<file path="src/hw/rtl/ssem_pkg.sv">
// Shared types, codes and default sizes for the SSEM instruction core.
package ssem_pkg;

    // Default sizes handed to the top-level parameters.
    localparam int WORD_BITS_DEF   = 32;
    localparam int STORE_WORDS_DEF = 32;

    // Instruction word layout.
    localparam int OPCODE_LSB      = 13;
    localparam int OPCODE_BITS     = 3;
    localparam int ADDR_FIELD_BITS = 5;

    // Request function codes.
    localparam logic FUNC_LOAD = 1'b0;
    localparam logic FUNC_STEP = 1'b1;

    typedef enum logic [OPCODE_BITS-1:0] {
        OP_JMP     = 3'd0,
        OP_JRP     = 3'd1,
        OP_LDN     = 3'd2,
        OP_STO     = 3'd3,
        OP_SUB     = 3'd4,
        OP_SUB_ALT = 3'd5,
        OP_CMP     = 3'd6,
        OP_STP     = 3'd7
    } opcode_t;

    typedef struct packed {
        logic                       func;
        logic [ADDR_FIELD_BITS-1:0] load_address;
        logic [31:0]                load_word;
    } req_t;

    typedef struct packed {
        logic                   stepped;
        logic [OPCODE_BITS-1:0] opcode_done;
        logic [31:0]            control_counter;
        logic signed [31:0]     accumulator_value;
        logic                   halted;
    } rsp_t;

endpackage

</file>
<file path="src/hw/rtl/ssem_instruction_core_unit.sv">
// SSEM instruction core: store memory, CI, accumulator and stop flag with a step sequencer.
// Sequence: a request passes FETCH and EXEC, and its response registers in the output register;
//   a response held by rsp_ready keeps the next request in EXEC until the output register frees.
// Overlap: a new request can be taken as the current one retires (instruction read, then operand
//   read on one port); after a STO step the next request waits for the store write.
// Reset: CI, accumulator, stop flag and store valid bits clear at once, so no clearing pass.
module ssem_instruction_core_unit #(
    parameter int WORD_BITS   = ssem_pkg::WORD_BITS_DEF,
    parameter int STORE_WORDS = ssem_pkg::STORE_WORDS_DEF
) (
    input  logic           clk,
    input  logic           rst_n,
    input  logic           req_valid,
    output logic           req_ready,
    input  ssem_pkg::req_t req,
    output logic           rsp_valid,
    input  logic           rsp_ready,
    output ssem_pkg::rsp_t rsp
);

    localparam int ADDR_BITS = $clog2(STORE_WORDS);

    // Sequencer: FETCH sees the instruction word, EXEC sees the operand word.
    typedef enum logic [1:0] {
        S_IDLE,
        S_FETCH,
        S_EXEC
    } state_t;

    state_t                 state_reg, state_next;
    logic                   func_reg, func_next;
    ssem_pkg::opcode_t      op_reg, op_next;
    logic [ADDR_BITS-1:0]   s_reg, s_next;
    logic [WORD_BITS-1:0]   ci_reg, ci_next;
    logic [WORD_BITS-1:0]   acc_reg, acc_next;
    logic                   halted_reg, halted_next;
    logic [STORE_WORDS-1:0] valid_reg, valid_next;
    logic                   rvalid_reg, rvalid_next;
    logic                   out_valid_reg, out_valid_next;
    ssem_pkg::rsp_t         out_reg, out_next;

    // Store port signals.
    logic                 ram_we;
    logic [ADDR_BITS-1:0] ram_waddr;
    logic [WORD_BITS-1:0] ram_wdata;
    logic [ADDR_BITS-1:0] ram_raddr;
    logic [WORD_BITS-1:0] ram_rdata;
    logic [WORD_BITS-1:0] mem_word;

    // Address reduction.
    logic [WORD_BITS-1:0] ci_cur;
    logic [WORD_BITS-1:0] ci_fetch;
    logic [ADDR_BITS-1:0] fetch_addr;
    logic [ADDR_BITS-1:0] oper_addr;
    logic [ADDR_BITS-1:0] load_addr;

    // Execute results.
    logic                 active;
    logic [WORD_BITS-1:0] ci_inc;
    logic [WORD_BITS-1:0] ci_exec;
    logic [WORD_BITS-1:0] acc_exec;
    logic                 halt_exec;
    logic                 sto_exec;

    logic out_free;
    logic commit;
    logic accept;
    logic in_exec;

    ssem_ram #(
        .WIDTH (WORD_BITS),
        .DEPTH (STORE_WORDS)
    ) u_store (
        .clk   (clk),
        .we    (ram_we),
        .waddr (ram_waddr),
        .wdata (ram_wdata),
        .raddr (ram_raddr),
        .rdata (ram_rdata)
    );

    // Next fetch line: (CI after this request + 1) modulo the store depth.
    ssem_addr_mod #(
        .IN_BITS (WORD_BITS),
        .DIVISOR (STORE_WORDS)
    ) u_fetch_mod (
        .value   (ci_fetch),
        .residue (fetch_addr)
    );

    // Operand line from the instruction word arriving in FETCH.
    ssem_addr_mod #(
        .IN_BITS (ssem_pkg::ADDR_FIELD_BITS),
        .DIVISOR (STORE_WORDS)
    ) u_oper_mod (
        .value   (ssem_pkg::ADDR_FIELD_BITS'(mem_word)),
        .residue (oper_addr)
    );

    // Load line from the request.
    ssem_addr_mod #(
        .IN_BITS (ssem_pkg::ADDR_FIELD_BITS),
        .DIVISOR (STORE_WORDS)
    ) u_load_mod (
        .value   (req.load_address),
        .residue (load_addr)
    );

    // A word never written reads as zero, matching the cleared store.
    assign mem_word = rvalid_reg ? ram_rdata : '0;

    assign in_exec  = (state_reg == S_EXEC);
    assign out_free = !out_valid_reg || rsp_ready;
    assign commit   = in_exec && out_free;

    // Execute the held instruction against the operand word now on the read port.
    always_comb
    begin
        active    = (func_reg == ssem_pkg::FUNC_STEP) && !halted_reg;
        ci_inc    = ci_reg + WORD_BITS'(1);
        ci_exec   = ci_reg;
        acc_exec  = acc_reg;
        halt_exec = halted_reg;
        sto_exec  = 1'b0;
        if (active)
        begin
            ci_exec = ci_inc;
            case (op_reg)
                ssem_pkg::OP_JMP:
                begin
                    ci_exec = mem_word;
                end
                ssem_pkg::OP_JRP:
                begin
                    ci_exec = ci_inc + mem_word;
                end
                ssem_pkg::OP_LDN:
                begin
                    acc_exec = '0 - mem_word;
                end
                ssem_pkg::OP_STO:
                begin
                    sto_exec = 1'b1;
                end
                ssem_pkg::OP_SUB,
                ssem_pkg::OP_SUB_ALT:
                begin
                    acc_exec = acc_reg - mem_word;
                end
                ssem_pkg::OP_CMP:
                begin
                    // Skip the next instruction when A is negative.
                    if (acc_reg[WORD_BITS-1])
                    begin
                        ci_exec = ci_inc + WORD_BITS'(1);
                    end
                end
                default:
                begin
                    halt_exec = 1'b1;
                end
            endcase
        end
    end

    // Take a new request when idle, or in the cycle the current one retires.
    // Hold off during a STO retire: the write port is busy and the fetch would race it.
    assign req_ready = (state_reg == S_IDLE) || (commit && !sto_exec);
    assign accept    = req_valid && req_ready;

    // The fetch for a request taken in EXEC uses the CI that this cycle retires.
    assign ci_cur   = in_exec ? ci_exec : ci_reg;
    assign ci_fetch = ci_cur + WORD_BITS'(1);

    // Store ports: a load writes on acceptance, STO writes on retire; never both.
    always_comb
    begin
        ram_we    = 1'b0;
        ram_waddr = load_addr;
        ram_wdata = WORD_BITS'(req.load_word);
        if (commit && sto_exec)
        begin
            ram_we    = 1'b1;
            ram_waddr = s_reg;
            ram_wdata = acc_reg;
        end
        else if (accept && (req.func == ssem_pkg::FUNC_LOAD))
        begin
            ram_we = 1'b1;
        end

        case (state_reg)
            S_FETCH:
            begin
                ram_raddr = oper_addr;
            end
            S_EXEC:
            begin
                // Fetch the next instruction on acceptance; else re-read the operand while the response slot is full.
                ram_raddr = accept ? fetch_addr : s_reg;
            end
            default:
            begin
                ram_raddr = fetch_addr;
            end
        endcase
    end

    // Next-state logic.
    always_comb
    begin
        state_next     = state_reg;
        func_next      = accept ? req.func : func_reg;
        op_next        = op_reg;
        s_next         = s_reg;
        ci_next        = ci_reg;
        acc_next       = acc_reg;
        halted_next    = halted_reg;
        valid_next     = valid_reg;
        rvalid_next    = valid_reg[ram_raddr];
        out_valid_next = out_valid_reg;
        out_next       = out_reg;

        if (ram_we)
        begin
            valid_next[ram_waddr] = 1'b1;
        end

        if (rsp_ready)
        begin
            out_valid_next = 1'b0;
        end

        case (state_reg)
            S_IDLE:
            begin
                if (accept)
                begin
                    state_next = S_FETCH;
                end
            end
            S_FETCH:
            begin
                // Latch the decoded instruction; the operand read goes out now.
                op_next    = ssem_pkg::opcode_t'(ssem_pkg::OPCODE_BITS'(
                                 mem_word >> ssem_pkg::OPCODE_LSB));
                s_next     = oper_addr;
                state_next = S_EXEC;
            end
            S_EXEC:
            begin
                if (commit)
                begin
                    ci_next     = ci_exec;
                    acc_next    = acc_exec;
                    halted_next = halt_exec;

                    out_valid_next             = 1'b1;
                    out_next.stepped           = active;
                    out_next.opcode_done       = active ? op_reg : ssem_pkg::OP_JMP;
                    out_next.control_counter   = 32'(ci_exec);
                    out_next.accumulator_value = 32'(acc_exec);
                    out_next.halted            = halt_exec;

                    state_next = accept ? S_FETCH : S_IDLE;
                end
            end
            default:
            begin
                state_next = S_IDLE;
            end
        endcase
    end

    always_ff @(posedge clk or negedge rst_n)
    begin
        if (!rst_n)
        begin
            state_reg     <= S_IDLE;
            func_reg      <= ssem_pkg::FUNC_LOAD;
            op_reg        <= ssem_pkg::OP_JMP;
            s_reg         <= '0;
            ci_reg        <= '0;
            acc_reg       <= '0;
            halted_reg    <= 1'b0;
            valid_reg     <= '0;
            rvalid_reg    <= 1'b0;
            out_valid_reg <= 1'b0;
            out_reg       <= '0;
        end
        else
        begin
            state_reg     <= state_next;
            func_reg      <= func_next;
            op_reg        <= op_next;
            s_reg         <= s_next;
            ci_reg        <= ci_next;
            acc_reg       <= acc_next;
            halted_reg    <= halted_next;
            valid_reg     <= valid_next;
            rvalid_reg    <= rvalid_next;
            out_valid_reg <= out_valid_next;
            out_reg       <= out_next;
        end
    end

    assign rsp_valid = out_valid_reg;
    assign rsp       = out_reg;

endmodule

</file>
<file path="src/hw/rtl/ssem_ram.sv">
// Generic single-write, single-read synchronous RAM with registered read data.
module ssem_ram #(
    parameter int WIDTH = 32,
    parameter int DEPTH = 32
) (
    input  logic                     clk,
    input  logic                     we,
    input  logic [$clog2(DEPTH)-1:0] waddr,
    input  logic [WIDTH-1:0]         wdata,
    input  logic [$clog2(DEPTH)-1:0] raddr,
    output logic [WIDTH-1:0]         rdata
);

    logic [WIDTH-1:0] mem [DEPTH];

    always_ff @(posedge clk)
    begin
        if (we)
        begin
            mem[waddr] <= wdata;
        end
        rdata <= mem[raddr];
    end

endmodule

</file>
<file path="src/hw/rtl/ssem_addr_mod.sv">
// Residue of a word modulo the store depth, by chunk tables and one fold.
module ssem_addr_mod #(
    parameter int IN_BITS = 32,
    parameter int DIVISOR = 32
) (
    input  logic [IN_BITS-1:0]         value,
    output logic [$clog2(DIVISOR)-1:0] residue
);

    localparam int RES_BITS   = $clog2(DIVISOR);
    localparam int CHUNK_BITS = 5;
    localparam int CHUNK_SIZE = 1 << CHUNK_BITS;
    localparam int CHUNKS     = (IN_BITS + CHUNK_BITS - 1) / CHUNK_BITS;
    localparam int PAD_BITS   = CHUNKS * CHUNK_BITS;
    localparam int SUM_BITS   = $clog2(CHUNKS * CHUNK_SIZE) + 1;
    localparam int HI_BITS    = SUM_BITS - CHUNK_BITS;
    localparam int HI_SIZE    = 1 << HI_BITS;

    // Residue of digit * 32^pos, worked out at elaboration.
    function automatic int chunk_residue(int pos, int digit);
        int w;
        w = 1 % DIVISOR;
        for (int k = 0; k < pos; k++)
        begin
            w = (w * CHUNK_SIZE) % DIVISOR;
        end
        return (digit * w) % DIVISOR;
    endfunction

    logic [PAD_BITS-1:0] padded;
    logic [RES_BITS-1:0] chunk_tab [CHUNKS][CHUNK_SIZE];
    logic [RES_BITS-1:0] hi_tab [HI_SIZE];
    logic [SUM_BITS-1:0] sum;
    logic [RES_BITS:0]   fold;

    assign padded = PAD_BITS'(value);

    for (genvar i = 0; i < CHUNKS; i++)
    begin : g_chunk
        for (genvar d = 0; d < CHUNK_SIZE; d++)
        begin : g_digit
            assign chunk_tab[i][d] = RES_BITS'(chunk_residue(i, d));
        end
    end

    for (genvar h = 0; h < HI_SIZE; h++)
    begin : g_hi
        assign hi_tab[h] = RES_BITS'(chunk_residue(1, h));
    end

    always_comb
    begin
        sum = '0;
        for (int i = 0; i < CHUNKS; i++)
        begin
            sum = sum + SUM_BITS'(chunk_tab[i][padded[i*CHUNK_BITS +: CHUNK_BITS]]);
        end
        // Fold the partial sum once more; the result stays below twice the divisor.
        fold = {1'b0, hi_tab[sum[SUM_BITS-1:CHUNK_BITS]]}
             + {1'b0, chunk_tab[0][sum[CHUNK_BITS-1:0]]};
        if (fold >= (RES_BITS+1)'(DIVISOR))
        begin
            residue = RES_BITS'(fold - (RES_BITS+1)'(DIVISOR));
        end
        else
        begin
            residue = RES_BITS'(fold);
        end
    end

endmodule
</file>
<file path="config.mk">
export PLATFORM = sky130hd
export DESIGN_NAME = ssem_instruction_core_unit
export DESIGN_NICKNAME = d
export VERILOG_FILES = /design/src/hw/rtl/ssem_pkg.sv /design/src/hw/rtl/ssem_instruction_core_unit.sv /design/src/hw/rtl/ssem_ram.sv /design/src/hw/rtl/ssem_addr_mod.sv
export SDC_FILE = /design/constraint.sdc
export NUM_CORES = 2
export LEC_CHECK = 0
export BUFFER_PORTS_ARGS = -buffer_cell sky130_fd_sc_hd__buf_2
export CAP_MARGIN = 0
export CORE_MARGIN = 2
export CORE_UTILIZATION = 40
export DETAILED_ROUTE_END_ITERATION = 16
export HOLD_SLACK_MARGIN = 0.03
export PLACE_DENSITY = 0.53
export SLEW_MARGIN = 20
export SYNTH_ARGS = -nofsm -noshare
export SYNTH_HDL_FRONTEND = slang
export SYNTH_SLANG_ARGS = --single-unit
</file>
<file path="constraint.sdc">
create_clock -name clk -period 6.15 [get_ports clk]
set_input_delay 0.3075 -clock clk [delete_from_list [all_inputs] [get_ports clk]]
set_output_delay 0.3075 -clock clk [all_outputs]
set_load 0.005 [all_outputs]
</file>
[Yosys cells after proc, flatten, opt, wreduce, memory -nomap -nowiden]
Memories as Yosys holds them, arrays and structs flattened. A register that Yosys moved wholly into a read port is not among the register bits.
Cells that the tools add are included.
Word-level totals
  register bits: 114
  bits in writable memories: 1024
  bits in read-only memories: 2000
  output and inout bits: 71
  word-level logic and storage cells: 166
  memories: 14
Memories
  u_store.mem: depth 32, bits a word 32, read ports 1, clocked after memory_dff 1, write ports 1, line ssem_ram.sv:14  | logic [WIDTH-1:0] mem [DEPTH];
  (name not given): depth 32, bits a word 5, read ports 1, clocked after memory_dff 0, write ports 0, line ssem_addr_mod.sv:56  | sum = sum + SUM_BITS'(chunk_tab[i][padded[i*CHUNK_BITS +: CHUNK_BITS]]);
  (name not given): depth 32, bits a word 5, read ports 1, clocked after memory_dff 0, write ports 0, line ssem_addr_mod.sv:56
  (name not given): depth 32, bits a word 5, read ports 1, clocked after memory_dff 0, write ports 0, line ssem_addr_mod.sv:60  | + {1'b0, chunk_tab[0][sum[CHUNK_BITS-1:0]]};
  (name not given): depth 32, bits a word 5, read ports 1, clocked after memory_dff 0, write ports 0, line ssem_addr_mod.sv:56
  (name not given): depth 32, bits a word 5, read ports 1, clocked after memory_dff 0, write ports 0, line ssem_addr_mod.sv:56
  8 more memories
Operators by class
  $add $sub $neg: 16
  $lt $le $gt $ge: 19
  equal/unequal tests: 10
  muxes and demuxes: 58
  bitwise gates (word level): 16
  reductions and logical operators: 21
Operators by type and width (count)
  two-way mux 32 bit: 6
  two-way mux 5 bit: 31
  adder 32 x 1 -> 32 bit, second input constant: 3
  one-hot mux 32 bit (3 select lines): 1
  >= comparator 6 bit, second input constant: 13
  inverter 5 -> 6 bit: 11
  one-hot mux 32 bit (2 select lines): 1
  adder 9 x 5 -> 9 bit: 5
  adder 32 bit: 1
  bitwise OR 32 bit: 1
  subtractor 1 x 32 -> 32 bit, first input constant: 1
  subtractor 32 bit: 1
  subtractor 5 x 1 -> 5 bit, second input constant: 3
  adder 5 x 5 -> 6 bit: 2
  >= comparator 5 x 6 -> 1 bit, second input constant: 2
  < comparator 5 x 6 -> 1 bit, second input constant: 2
  two-way mux 1 bit: 12
  one-hot mux 5 bit (2 select lines): 1
  == test 3 bit, second input constant: 3
  AND reduction 4 bit: 2
  logical AND 1 bit: 7
  OR reduction 7 bit: 1
  == test 3 x 2 -> 1 bit, second input constant: 2
  inverter 2 -> 6 bit: 1
  20 further kinds: 27

[Depth between registers and ports, before layout]
  depth in word-level cells: 28
  gate-level depth with buffers: 20

[Cells and area by module]
From an unflattened synthesis, not the netlist that was laid out.
Unflattened totals
  cell total of the unflattened synthesis: 3904
  area total of the unflattened synthesis: 53151.0 um2
Modules (own cells, without submodules)
  ssem_ram: times used 1, cells an instance 2260, area an instance 40485.1 um2
  ssem_instruction_core_unit: times used 1, cells an instance 1629, area an instance 12553.3 um2
  ssem_addr_mod: times used 3, cells an instance 5, area an instance 37.5 um2

[Worst setup path before layout]
OpenSTA, ideal clock, no wires.
  path kind: register to register
  from: register out_reg, in the netlist rsp[34]
  to: register (tool-made name)
  library setup time: 126 ps
  arrival time: 4183 ps
  data required time: 6024 ps
  path slack: 1841 ps
  cell stages (with the launch flop): 19
  period minus slack after synthesis: 4309 ps
  cell sequence: dfrtp_1 -> ha_1 -> buf_2 -> nand2_1 -> o21a_1 -> or2_2 -> clkbuf_1 -> ha_1 -> a21o_1 -> a21o_1 -> a211oi_1 -> o311ai_0 -> or4_1 -> a31oi_1 -> o311ai_0 -> o21ai_0 -> xor2_1 -> nor3_1 -> a221o_1
RTL lines
  from (decl): line ssem_instruction_core_unit.sv:40  | ssem_pkg::rsp_t out_reg, out_next;
  from (signal assigned): line ssem_instruction_core_unit.sv:303  | out_reg <= out_next;

==> results.toml <==
[status]
status = "finished clean"

[cts]
htreeDepth = 3
clock-sinks = 1170
cts-root-buf = "clkbuf_16"
tritoncts = "done"
post_cts_buffers = 0
cts_resized = 0
cts_buffers = 120
clk_pin_slew_ps = 70
clockBufferDepth = 3
clkLatencyLatePin_ps = 780

[logic_synthesis]
yosys.area.top_type_share_pct = 58.7
ys.warnings.count = 0
synth_commonest_cells = "nand2_1 (1383), edfxtp_1 (1024), nand3_1 (693), clkbuf_1 (236), o211ai_1 (141)"
synth_cells = 4720
synth_top_area_cell = "edfxtp_1"
synth-async-reset-ratio_pct = 9.74
ys.flop_type = "edfxtp_1"
synth-edff-count = 1024
synth.avg_cell_area_um2 = 11.1
synth_seq_cells = 1170
netlist-cell-type-count = 82
synthesis.nets = 4834
synthTopCellsByArea = "edfxtp_1 (59%), nand2_1 (9.9%), nand3_1 (6.6%)"
syn_area_um2 = 52300
synth.most_common_cell = "nand2_1"
seq_area_frac_synth_pct = 65.4

[die]
die_y_um = 366
core_area_um2 = 130000
fp-row-count = 132
die_w_um = 366
die_area_um2 = 134000
ioPinCount = 113
start_util_pct = 40.4

[timing]
max_freq_mhz = 191
grt_setup_unrepaired = "no"
period_needed_ps = 5230
slew_viol_final = 0
finalSetupViolCount = 0
fin_setup_tns_ps = 0
skew_ps = 74.2
relSlewSlack_pct = 23.7
finalHoldViolCount = 0
max_slew.worst_pin.slew_ps = 1140
period_share_pct = 85.1
hold_slack_ps = 181

[detailed_routing]
drt-total-wl_um = 166000
drt-initial-drc-count = 4252
drcViolationCount = 0
firstDrtPassIters = 6
ant_nets = 0
vias = 37100
avgViaCountPerCell = 5.61
wl_per_cell_um = 25.0

[global_route]
first_global_vias = 34900
grt_pass1_wl_um = 241000
grt_usage_pct = 24.2
grt_max_degree = 137
grt-ovfl-total = 0
grt_antenna_before_repair = 5

[worst_setup_path]
worst-path-buf-inv = 2
path_delay_family = "simple AND/OR/NAND/NOR gates"
crit_slowest_cell = "dfrtp_1"
critical_path_arrival_ps = 5880
critPathLaunchType = "flip-flop"
critPathLaunch = "rsp[33]"
cp.required_ps = 6800
crit_fanout = 12
path_cells = "ha_1 -> nand2_1 -> nor2_1 -> nand2_1 -> xor2_1 -> inv_1 -> ha_1 -> nand3_1 -> a211oi_1 -> a211oi_1 -> o311ai_0 -> buf_4 -> or4_1 -> a31oi_1 -> o311ai_0 -> o21ai_0 -> xor2_1 -> nor3_1 -> a221o_1"
r2r_start = "rsp[33]"
path_class = "flip-flop to flip-flop"
end_kind = "flip-flop"
cp_slowest_stage_delay_ps = 610

[placed_design]
io_buffers = 112
dpl.hpwl_um = 94900
gp_congestion = 0.898
dp_cells = 6383

[pwr]
power_leakage_nw = 21.9
pwr_density_cell_nw_per_um2 = 609
peakVddDrop_uv = 763

[final_layout]
regMostFlops = "u_store.mem"
drive_gt1_share_pct = 10.7
fillers = 11900
final_cells = 6619
final_util_pct = 45.8
nets = 4882
largest_reg_flops = 1024
area_delta_synth_final_pct = 13.5

[job]
maxCapViolCount = 0

[worst_hold_path]
hp-class = "input pin to asynchronous set/reset pin"
stage by stage:
step,cell area (µm²),power (mW),worst slack (ps)
CTS,59400,36.3,937
detailed placement,55400,29.0,950
finish,59400,36.2,917
global route,59400,38.7,492
floorplan,52300,22.7,1840
global placement,55400,28.9,1050
per-layer routing:
layer / up-vias / share of wire [%] / track usage [%]
li1: 17000 / - / -
met1: 18600 / 45 / 34.6
met2: 1303 / 46 / 38.5
met3: 244 / 6.3 / 3.50
met4: 0 / 2.9 / 6.87
met5: - / 0 / 0
area by class of cell:
class                      count  area [µm²]  area share (%)
timing repair buffer         214        1740            2.93
sequential                  1170       34200            57.6
multi-input combinational   3192       17000            28.7
inverter                      70         263           0.442
clock inverter                75         663            1.12
tap                         1742        2180            3.67
antenna                        2        5.00         0.00843
clock buffer                 154        3280            5.53
what timing repair did:
action                     4_1_cts  5_1_grt
hold buffers                     5        0
setup endpoints to repair        0        0
hold endpoints to repair        59        0
where the power goes:
part	total [mW]	switching (mW)	internal [mW]	leakage, nW
clock network	7.32	3.18	4.14	1.93
registers	9.87	0.700	9.17	10.9
logic	19.0	12.8	6.15	9.08
worst register-to-register path: cells and delay by family (launching register included):
| kind | cells | cell delay, ps |
|---|---|---|
| AOI/OAI and AO/OA | 7 | 1480 |
| xor gates and xnor gates | 2 | 470 |
| adders and majority gates | 2 | 830 |
| buffers and inverters | 2 | 260 |
| and+or+nand+nor | 6 | 1490 |
| DFF | 1 | 610 |
final timing paths:
kind,endpoint,slack (ps),depth (start not counted)
max reg2reg,flip-flop,920,19
max,flip-flop,920,19
max in group asynchronous,valid_reg[30],4560,3
min in group clk,u_store.mem[28][28],380,2
min,asynchronous set/reset pin,180,2
min reg2reg,valid_reg[12],470,1
cell usage in the layout (no fill, tap or decap), types with 33 or more instances in the layout:
cell,Yosys,routed
mux2_2,37,37
clkbuf_16,0,122
o21ai_0,98,98
edfxtp_1,1024,1024
a21oi_1,90,90
nor2_4,0,33
buf_2,32,111
nor2_1,114,80
o211ai_1,141,141
ha_1,72,72
inv_1,70,70
buf_4,7,66
nand3_1,693,691
and4_1,38,38
or2_2,38,38
xor2_1,36,36
nand2_1,1383,1383
dfrtp_1,114,114
xnor2_1,65,65
and2_1,52,51
cells by family after synthesis:
group / Yosys count / synth area share (%)
AOI/OAI and AO/OA: 496 / 6.40
xor gates and xnor gates: 103 / 1.75
adders and majority gates: 73 / 1.74
buffers and inverters: 358 / 2.70
DFF: 1170 / 65.4
muxes: 40 / 0.853
and+or+nand+nor: 2480 / 21.1
Note: power is estimated with default switching activity, not from simulation.
